**src/rtl/pesp_pkg.sv**
```systemverilog
// shared types and constants of the pcl escape sequence parser
package pesp_pkg;

    // default magnitude width of a parsed number
    localparam int MAG_WIDTH_DEF = 24;

    // field widths of a result word
    localparam int KIND_W  = 3;
    localparam int VALUE_W = 25;
    localparam int TDATA_W = 32;

    // control bytes
    localparam logic [7:0] ESC_BYTE = 8'h1B;
    localparam logic [7:0] FF_BYTE  = 8'h0C;

    // job end marker value of the percent-X sequence
    localparam int UEL_MAG = 12345;

    // event codes
    typedef enum logic [KIND_W-1:0] {
        EV_FF       = 3'd0,
        EV_RESET    = 3'd1,
        EV_DUPLEX   = 3'd2,
        EV_COPIES   = 3'd3,
        EV_HPGL_IN  = 3'd4,
        EV_HPGL_OUT = 3'd5,
        EV_EOJ      = 3'd6,
        EV_BAD      = 3'd7
    } ev_kind_t;

    // one event produced by the parser for the current byte
    typedef struct packed {
        logic               hit;
        ev_kind_t           kind;
        logic [VALUE_W-1:0] value;
    } evt_t;

endpackage

```
**src/rtl/pesp_parser.sv**
```systemverilog
// escape syntax state machine: one byte per cycle while item_valid is high, event for that byte
module pesp_parser #(
    parameter int MAG_WIDTH = pesp_pkg::MAG_WIDTH_DEF
) (
    input  logic              clk,
    input  logic              rst_n,
    input  logic              item_valid,
    input  logic [7:0]        item_byte,
    output pesp_pkg::evt_t    evt
);
    import pesp_pkg::*;

    localparam int PROD_W = MAG_WIDTH + 4;
    localparam int EXT_W  = MAG_WIDTH + VALUE_W;

    typedef enum logic [3:0] {
        PH_IDLE   = 4'd0,
        PH_ESC    = 4'd1,
        PH_PREFIX = 4'd2,
        PH_GSTART = 4'd3,
        PH_GINT   = 4'd4,
        PH_GFRAC  = 4'd5,
        PH_PINT   = 4'd6,
        PH_PFRAC  = 4'd7
    } phase_t;

    phase_t                 phase_reg,  phase_next;
    logic [7:0]             prefix_reg, prefix_next;
    logic [7:0]             group_reg,  group_next;
    logic [MAG_WIDTH-1:0]   mag_reg,    mag_next;
    logic                   neg_reg,    neg_next;
    logic                   hpgl_reg,   hpgl_next;
    logic [MAG_WIDTH-1:0]   skip_reg,   skip_next;
    logic                   ended_reg,  ended_next;

    // byte classes
    logic is_digit, is_sign, is_dot, is_lower, is_upper, is_prefix, is_twochar;
    assign is_digit   = (item_byte >= 8'h30) && (item_byte <= 8'h39);
    assign is_sign    = (item_byte == "+") || (item_byte == "-");
    assign is_dot     = (item_byte == ".");
    assign is_lower   = (item_byte >= 8'h60) && (item_byte <= 8'h7E);
    assign is_upper   = (item_byte >= 8'h40) && (item_byte <= 8'h5E);
    assign is_prefix  = (item_byte >= 8'h21) && (item_byte <= 8'h2F);
    assign is_twochar = (item_byte >= 8'h30) && (item_byte <= 8'h7E);

    // decimal accumulate with saturation: mag*10 + digit
    logic [PROD_W-1:0]    prod;
    logic [MAG_WIDTH-1:0] mag_digit;
    assign prod = ({4'b0, mag_reg} << 3) + ({4'b0, mag_reg} << 1)
                + {{(PROD_W-4){1'b0}}, item_byte[3:0]};
    assign mag_digit = (prod[PROD_W-1:MAG_WIDTH] != 4'b0) ? {MAG_WIDTH{1'b1}}
                                                           : prod[MAG_WIDTH-1:0];

    // signed value of the number, low bits of two's complement
    logic [EXT_W-1:0]   mag_ext;
    logic [VALUE_W-1:0] signed_val;
    assign mag_ext    = {{VALUE_W{1'b0}}, mag_reg};
    assign signed_val = neg_reg ? VALUE_W'(-mag_ext) : mag_ext[VALUE_W-1:0];

    // command decode on prefix, group and terminator with the case bit cleared
    logic [7:0] term;
    logic       cmd_binary, cmd_duplex, cmd_copies, duplex_ok, uel_hit;
    assign term = {item_byte[7:6], 1'b0, item_byte[4:0]};

    always_comb
    begin
        cmd_binary = 1'b0;
        if (term == "W")
        begin
            cmd_binary = ((prefix_reg == "&") && (group_reg == "b"))
                      || ((prefix_reg == "&") && (group_reg == "n"))
                      || ((prefix_reg == "(") && (group_reg == "f"))
                      || ((prefix_reg == ")") && (group_reg == "s"))
                      || ((prefix_reg == "(") && (group_reg == "s"))
                      || ((prefix_reg == "*") && (group_reg == "c"))
                      || ((prefix_reg == "*") && (group_reg == "b"))
                      || ((prefix_reg == "*") && (group_reg == "v"))
                      || ((prefix_reg == "*") && (group_reg == "m"))
                      || ((prefix_reg == "*") && (group_reg == "l"))
                      || ((prefix_reg == "*") && (group_reg == "i"));
        end
        else if (term == "X")
        begin
            cmd_binary = (prefix_reg == "&") && (group_reg == "p");
        end
        else if (term == "V")
        begin
            cmd_binary = (prefix_reg == "*") && (group_reg == "b");
        end
    end

    assign cmd_duplex = (prefix_reg == "&") && (group_reg == "l") && (term == "S");
    assign cmd_copies = (prefix_reg == "&") && (group_reg == "l") && (term == "X");
    assign duplex_ok  = (mag_reg <= MAG_WIDTH'(2)) && (!neg_reg || (mag_reg == '0));
    assign uel_hit    = neg_reg && (mag_reg == MAG_WIDTH'(UEL_MAG));

    // next state and event for the byte at the input
    always_comb
    begin
        phase_next  = phase_reg;
        prefix_next = prefix_reg;
        group_next  = group_reg;
        mag_next    = mag_reg;
        neg_next    = neg_reg;
        hpgl_next   = hpgl_reg;
        skip_next   = skip_reg;
        ended_next  = ended_reg;
        evt.hit     = 1'b0;
        evt.kind    = EV_FF;
        evt.value   = '0;

        if (ended_reg)
        begin
            // everything after end of job is dropped
        end
        else if (skip_reg != '0)
        begin
            skip_next = skip_reg - 1'b1;
        end
        else
        begin
            unique case (phase_reg)
                PH_IDLE:
                begin
                    if (item_byte == ESC_BYTE)
                    begin
                        phase_next = PH_ESC;
                    end
                    else if ((item_byte == FF_BYTE) && !hpgl_reg)
                    begin
                        evt.hit  = 1'b1;
                        evt.kind = EV_FF;
                    end
                end
                PH_ESC:
                begin
                    if (is_prefix)
                    begin
                        prefix_next = item_byte;
                        phase_next  = PH_PREFIX;
                    end
                    else
                    begin
                        phase_next = PH_IDLE;
                        if (is_twochar)
                        begin
                            if (item_byte == "E")
                            begin
                                evt.hit  = 1'b1;
                                evt.kind = EV_RESET;
                            end
                        end
                        else
                        begin
                            evt.hit   = 1'b1;
                            evt.kind  = EV_BAD;
                            evt.value = {{(VALUE_W-8){1'b0}}, item_byte};
                        end
                    end
                end
                PH_PREFIX:
                begin
                    mag_next = '0;
                    neg_next = 1'b0;
                    if (is_lower)
                    begin
                        group_next = item_byte;
                        phase_next = PH_GSTART;
                    end
                    else if ((prefix_reg == "%") && is_sign)
                    begin
                        neg_next   = (item_byte == "-");
                        phase_next = PH_PINT;
                    end
                    else if ((prefix_reg == "%") && is_digit)
                    begin
                        mag_next   = {{(MAG_WIDTH-4){1'b0}}, item_byte[3:0]};
                        phase_next = PH_PINT;
                    end
                    else if ((prefix_reg == "%") && is_dot)
                    begin
                        phase_next = PH_PFRAC;
                    end
                    else
                    begin
                        phase_next = PH_IDLE;
                        evt.hit    = 1'b1;
                        evt.kind   = EV_BAD;
                        evt.value  = {{(VALUE_W-8){1'b0}}, item_byte};
                    end
                end
                PH_GSTART, PH_GINT, PH_GFRAC:
                begin
                    if ((phase_reg == PH_GSTART) && is_sign)
                    begin
                        neg_next   = (item_byte == "-");
                        phase_next = PH_GINT;
                    end
                    else if (is_digit)
                    begin
                        if (phase_reg != PH_GFRAC)
                        begin
                            mag_next   = mag_digit;
                            phase_next = PH_GINT;
                        end
                    end
                    else if (is_dot && (phase_reg != PH_GFRAC))
                    begin
                        phase_next = PH_GFRAC;
                    end
                    else if (is_upper || is_lower)
                    begin
                        // group terminator or lowercase continuation
                        phase_next = is_lower ? PH_GSTART : PH_IDLE;
                        if (is_lower)
                        begin
                            mag_next = '0;
                            neg_next = 1'b0;
                        end
                        if (cmd_binary)
                        begin
                            if (!neg_reg && (mag_reg != '0))
                            begin
                                skip_next = mag_reg;
                            end
                        end
                        else if (cmd_duplex)
                        begin
                            if (duplex_ok)
                            begin
                                evt.hit   = 1'b1;
                                evt.kind  = EV_DUPLEX;
                                evt.value = {{(VALUE_W-2){1'b0}}, mag_reg[1:0]};
                            end
                        end
                        else if (cmd_copies)
                        begin
                            evt.hit   = 1'b1;
                            evt.kind  = EV_COPIES;
                            evt.value = signed_val;
                        end
                    end
                    else
                    begin
                        phase_next = PH_IDLE;
                        evt.hit    = 1'b1;
                        evt.kind   = EV_BAD;
                        evt.value  = {{(VALUE_W-8){1'b0}}, item_byte};
                    end
                end
                PH_PINT, PH_PFRAC:
                begin
                    if (is_digit)
                    begin
                        if (phase_reg == PH_PINT)
                        begin
                            mag_next = mag_digit;
                        end
                    end
                    else if (is_dot && (phase_reg == PH_PINT))
                    begin
                        phase_next = PH_PFRAC;
                    end
                    else
                    begin
                        // percent sequence terminator
                        phase_next = PH_IDLE;
                        if (item_byte == "B")
                        begin
                            hpgl_next = 1'b1;
                            evt.hit   = 1'b1;
                            evt.kind  = EV_HPGL_IN;
                        end
                        else if (item_byte == "A")
                        begin
                            hpgl_next = 1'b0;
                            evt.hit   = 1'b1;
                            evt.kind  = EV_HPGL_OUT;
                        end
                        else if ((item_byte == "X") && uel_hit)
                        begin
                            ended_next = 1'b1;
                            evt.hit    = 1'b1;
                            evt.kind   = EV_EOJ;
                        end
                    end
                end
                default:
                begin
                    phase_next = PH_IDLE;
                end
            endcase
        end
    end

    // parser state, updated once per consumed byte
    always_ff @(posedge clk or negedge rst_n)
    begin
        if (!rst_n)
        begin
            phase_reg  <= PH_IDLE;
            prefix_reg <= '0;
            group_reg  <= '0;
            mag_reg    <= '0;
            neg_reg    <= 1'b0;
            hpgl_reg   <= 1'b0;
            skip_reg   <= '0;
            ended_reg  <= 1'b0;
        end
        else if (item_valid)
        begin
            phase_reg  <= phase_next;
            prefix_reg <= prefix_next;
            group_reg  <= group_next;
            mag_reg    <= mag_next;
            neg_reg    <= neg_next;
            hpgl_reg   <= hpgl_next;
            skip_reg   <= skip_next;
            ended_reg  <= ended_next;
        end
    end

endmodule

```
**src/rtl/pcl_escape_sequence_parser_core.sv**
```systemverilog
// pcl escape sequence parser: byte stream in, event words out
// a byte accepted at the input is held in the input register, its event word in the output register
// throughput: one byte per cycle while the input register does not stall
// the input register stalls only while an event waits in a full output register
// reset clears the parser to text mode in pcl, empties both registers
// after end of job all bytes are consumed silently until the next reset
module pcl_escape_sequence_parser_core #(
    parameter int MAG_WIDTH = pesp_pkg::MAG_WIDTH_DEF
) (
    input  logic                         clk,
    input  logic                         rst_n,
    input  logic                         s_tvalid,
    output logic                         s_tready,
    input  logic [7:0]                   s_tdata,   // [7:0] data_byte
    output logic                         m_tvalid,
    input  logic                         m_tready,
    output logic [pesp_pkg::TDATA_W-1:0] m_tdata,   // [24:0] event_value, rest zero
    output logic [pesp_pkg::KIND_W-1:0]  m_tuser    // [2:0] event_kind
);
    import pesp_pkg::*;

    logic               in_valid_reg;
    logic [7:0]         in_byte_reg;
    logic               out_valid_reg;
    logic [KIND_W-1:0]  out_kind_reg;
    logic [VALUE_W-1:0] out_value_reg;
    evt_t               evt;
    logic               out_free;
    logic               advance;

    // byte moves into the parser unless its event has nowhere to go
    assign out_free = !out_valid_reg || m_tready;
    assign advance  = in_valid_reg && (!evt.hit || out_free);
    assign s_tready = !in_valid_reg || advance;

    pesp_parser #(
        .MAG_WIDTH (MAG_WIDTH)
    ) u_parser (
        .clk        (clk),
        .rst_n      (rst_n),
        .item_valid (advance),
        .item_byte  (in_byte_reg),
        .evt        (evt)
    );

    // input register
    always_ff @(posedge clk or negedge rst_n)
    begin
        if (!rst_n)
        begin
            in_valid_reg <= 1'b0;
        end
        else if (s_tready)
        begin
            in_valid_reg <= s_tvalid;
        end
    end

    always_ff @(posedge clk)
    begin
        if (s_tready && s_tvalid)
        begin
            in_byte_reg <= s_tdata;
        end
    end

    // output register
    always_ff @(posedge clk or negedge rst_n)
    begin
        if (!rst_n)
        begin
            out_valid_reg <= 1'b0;
        end
        else if (advance && evt.hit)
        begin
            out_valid_reg <= 1'b1;
        end
        else if (m_tready)
        begin
            out_valid_reg <= 1'b0;
        end
    end

    always_ff @(posedge clk)
    begin
        if (advance && evt.hit)
        begin
            out_kind_reg  <= evt.kind;
            out_value_reg <= evt.value;
        end
    end

    assign m_tvalid = out_valid_reg;
    assign m_tuser  = out_kind_reg;
    assign m_tdata  = {{(TDATA_W-VALUE_W){1'b0}}, out_value_reg};

endmodule

```
**config.mk**
```make
export PLATFORM = sky130hd
export DESIGN_NAME = pcl_escape_sequence_parser_core
export DESIGN_NICKNAME = d
export VERILOG_FILES = /design/src/rtl/pesp_pkg.sv /design/src/rtl/pesp_parser.sv /design/src/rtl/pcl_escape_sequence_parser_core.sv
export SDC_FILE = /design/constraint.sdc
export NUM_CORES = 1
export LEC_CHECK = 0
export ABC_CLOCK_PERIOD_IN_PS = 4900
export BUFFER_PORTS_ARGS = -buffer_cell sky130_fd_sc_hd__buf_2
export CAP_MARGIN = 20
export CORE_AREA = 4 4 146 148
export DETAILED_ROUTE_END_ITERATION = 10
export DIE_AREA = 0 0 150 152
export GPL_ROUTABILITY_DRIVEN = 0
export PLACE_DENSITY = 0.67
export SLEW_MARGIN = 20
export SYNTH_ARGS = -nofsm -noshare
export SYNTH_HDL_FRONTEND = slang
export SYNTH_SLANG_ARGS = --single-unit
```
**constraint.sdc**
```tcl
create_clock -name clk -period 4.9 [get_ports clk]
set_clock_uncertainty 0.15 [all_clocks]
set_input_delay 0.98 -clock clk [delete_from_list [all_inputs] [get_ports clk]]
set_output_delay 0.98 -clock clk [all_outputs]
set_load 0.005 [all_outputs]
```
==> out/qor.csv <==
stage,metric,value,unit
timing,fin_tns_setup,0,ns
critical_path,cpMaxStageDelayCell,edfxtp_1,
critical_path,critPathKind,reg -> out,
placement,dp.final_hpwl,15.6,mm
synth,synth.avg_cell_area,8.91,µm²
critical_path,crit_path_frequent_cell,inv_1,
timing,min_clock_period_post_route,4.68,ns
detailed_routing,remaining_drc_errors,0,
timing,worst_pin_slew,1.11,ns
final_layout,diodes,0,
timing,maxClockFrequency,213,MHz
detailed_routing,via_per_inst,5.95,
critical_path,worst-path-max-fanout,17,
critical_path,crit_arrival,3.55,ns
detailed_routing,detail_route.wirelength,21.9,mm
clock_tree,post_cts_resize_count,0,
synth,post-synth-top-area-fraction,22.8,%
outcome,outcome,"finished, final reports clean",
synth,synth_cell_types,78,
synth,syn-instance-count,886,
critical_path,cp_data_required_time,3.77,ns
flow_run,max_cap_violations,0,
hold_path,min_from,u_parser.prefix_reg[5]$_DFFE_PN0P_,
hold_path,holdPathStages,1,
synth,synth.ff_latch_count,108,
grt,grt_pass1_wl,35.9,mm
final_layout,largest_register_ffs,25,
pwr,vdd_ir_drop_max,0.181,mV
clock_tree,tritoncts.num_buffers,9,
floorplan,die_area,22800,µm²
floorplan,die-height,152,µm
synth,ys_async_sr_fraction,66.7,%
floorplan,die_x,150,µm
hold_path,min_delay_worst_endpoint,u_parser.prefix_reg[5]$_DFFE_PN0P_,
timing,finalMaxSlewViolations,0,
timing,setup_repair_after_global_routing_missed_its_margin,no,
detailed_routing,final_antenna_net_count,0,
final_layout,final-instance-count-excl-fill,1184,
detailed_routing,wire_per_inst,18.5,µm
timing,finalHoldViolCount,0,
synth,synth.cell_area,7900,µm²
synth,synth_ff_type,dfrtp_1,
clock_tree,cts.path.max_buffers,2,
final_layout,final_layout_size_suffix_gt1_share,12.5,%
clock_tree,register_clock_pin_slew_on_the_reported_worst_setup_and_hold_paths,0.07,ns
timing,period_share,95.6,%
clock_tree,clkLatencyLatePin,0.36,ns
critical_path,critical_path.cell_chain,inv_1 -> o21ai_0 -> nor2_1 -> o41ai_1 -> and4bb_4 -> nor4_1 -> inv_1 -> buf_2,
synth,synth_edf_count,36,
critical_path,critical-path-max-stage-delay,0.77,ns
placement,numPlacedInstances,1167,
floorplan,num_rows,52,
grt,first_global_vias,6677,
floorplan,initial_utilization,39.4,%
clock_tree,cts.root.buffer_cell,clkbuf_16,
floorplan,io_pins,49,
grt,grt_overflow_total,0,
synth,yosys_warnings,0,
detailed_routing,drt_pass1_iterations,5,
critical_path,timing.critical_path.from_type,flip-flop,
pwr,p_leak,3.81,nW
timing,max_slew_margin,25.9,%
detailed_routing,routed-via-count,7044,
hold_path,min_path_type,reg -> reg,
floorplan,design.core.area,20000,µm²
critical_path,critical_path.reg2reg.startpoint,in_byte_reg[3]$_DFFE_PP_,
grt,grt_start_max_net_pins,73,
final_layout,filler_cell_count,1990,
clock_tree,post_cts_hold_buffer_count,0,
grt,globalRouteTotalUtil,19.4,%
synth,synth-seq-area-share,36.5,%
critical_path,rr_worst_depth,11,
timing,finalSetupViolCount,0,
synth,yosysTopAreaCell,dfrtp_1,
clock_tree,cts_tree,built,
critical_path,capturing_point_of_the_worst_reg2reg_path,u_parser.mag_reg[8]$_DFFE_PN0P_,
critical_path,critPathCaptureType,output port,
pwr,p_per_area,206,nW/µm²
clock_tree,clock-sinks,108,
detailed_routing,drt-initial-drc-count,680,
clock_tree,htree_num_levels,3,
clock_tree,cts_setup_buffers,0,
synth,synth.top_cells.by_area,"dfrtp_1 (23%), edfxtp_1 (14%), ha_1 (8.2%)",
critical_path,rrSetupSlack,0.68,ns
final_layout,design.final.nets,975,
placement,io_buffer_count,41,
critical_path,worst_setup_path_startpoint,in_byte_reg[2]$_DFFE_PP_,
grt,initial_antenna_violation_count,0,
final_layout,synthToLayoutAreaGrowth,10.0,%
[critical path, delay by kind of cell, from the launching register on]
family                 cells  cell delay (ns)
AOI/OAI and AO/OA          2             1.03
buffers and inverters      3             0.52
DFF                        1             0.77
and+or+nand+nor            3             0.87
[through the flow]
step	utilization (%)	instance area, µm²	setup WS [ns]	hold slack, ns	total power [mW]
after floorplan	-	7920	0.884	0.281	1.03
after global placement	41.8	8380	0.697	0.297	1.07
after detailed placement	41.9	8390	0.645	0.298	1.07
after CTS	43.3	8680	0.243	0.317	1.81
after global routing	43.4	8690	0.0147	0.352	1.85
final	43.4	8690	0.216	0.320	1.79
[logic make-up (layout without fill, tap and decap cells)]
kind of cell | after synthesis | count (layout) | synth area share, %
and+or+nand+nor | 328 | 328 | 22.4
AOI/OAI and AO/OA | 252 | 252 | 20.8
DFF | 108 | 108 | 36.5
buffers and inverters | 84 | 106 | 4.50
adders and majority gates | 54 | 54 | 8.75
xor gates and xnor gates | 43 | 43 | 4.77
muxes | 16 | 16 | 2.25
other | 1 | 7 | 0.0475
[power by group]
part / internal (mW) / total (mW) / switching (mW)
Clock: 0.397 / 0.740 / 0.343
Combinational: 0.0347 / 0.0955 / 0.0608
Sequential: 0.935 / 0.955 / 0.0200
Total: 1.37 / 1.79 / 0.423
[synthesized netlist by cell type (all sizes together) (13+ instances only)]
library cell / number
edfxtp: 36
nor3: 29
ha: 52
clkbuf: 40
buf: 14
a311oi: 21
dfrtp: 72
xnor2: 13
a21oi: 60
xor2: 30
o21ai: 73
inv: 30
nand3: 22
nor4: 20
nand2: 66
nor2: 80
[worst max-delay path by stage]
stage               slack [ns]                  endpoint  cells past startpoint
floorplan                 0.88  m_tuser[0]$_SDFFCE_PP0P_                      8
global placement          0.70                  s_tready                      8
detailed placement        0.65                  s_tready                      8
CTS                       0.24                  s_tready                      8
global route              0.01                  s_tready                      8
finish                    0.22                  s_tready                      8
[layer usage]
layer  routed length, µm  part of all wire [%]  global-route usage [%]  vias to the layer above
met5                   0                     0                       0                        -
met4                 556                   2.5                    5.40                        0
met3                1540                   7.0                    3.99                       46
met2               10300                    47                    31.1                      277
met1                9570                    44                    26.5                     3374
li1                    -                     -                       -                     3347
[cells in the final DEF, fill, tap and decap left out, types with 11 or more instances in the layout]
master	Yosys	layout
o21ai_0	70	70
a311oi_1	21	21
nor3_1	29	29
or3_1	11	11
inv_1	30	30
a21oi_1	60	60
dfrtp_1	72	72
nor4_1	18	17
buf_2	5	40
nand3_1	22	22
nand2_1	66	66
buf_4	7	20
xor2_1	30	30
or2_2	11	11
xnor2_1	13	13
nand4_1	12	12
and2_1	11	11
edfxtp_1	36	36
ha_1	52	52
nor2_1	80	78
[area by class of cell]
cell class                      instances  area, µm²  area share, %
Multi-Input combinational cell        700       4710           54.2
Clock inverter                          6       65.1          0.749
Timing Repair Buffer                   60        350           4.03
Tap cell                              270        338           3.89
Clock buffer                           10        229           2.64
Inverter                               30        113           1.30
Sequential cell                       108       2880           33.2
No activity file was read; power rests on OpenSTA's default activity.
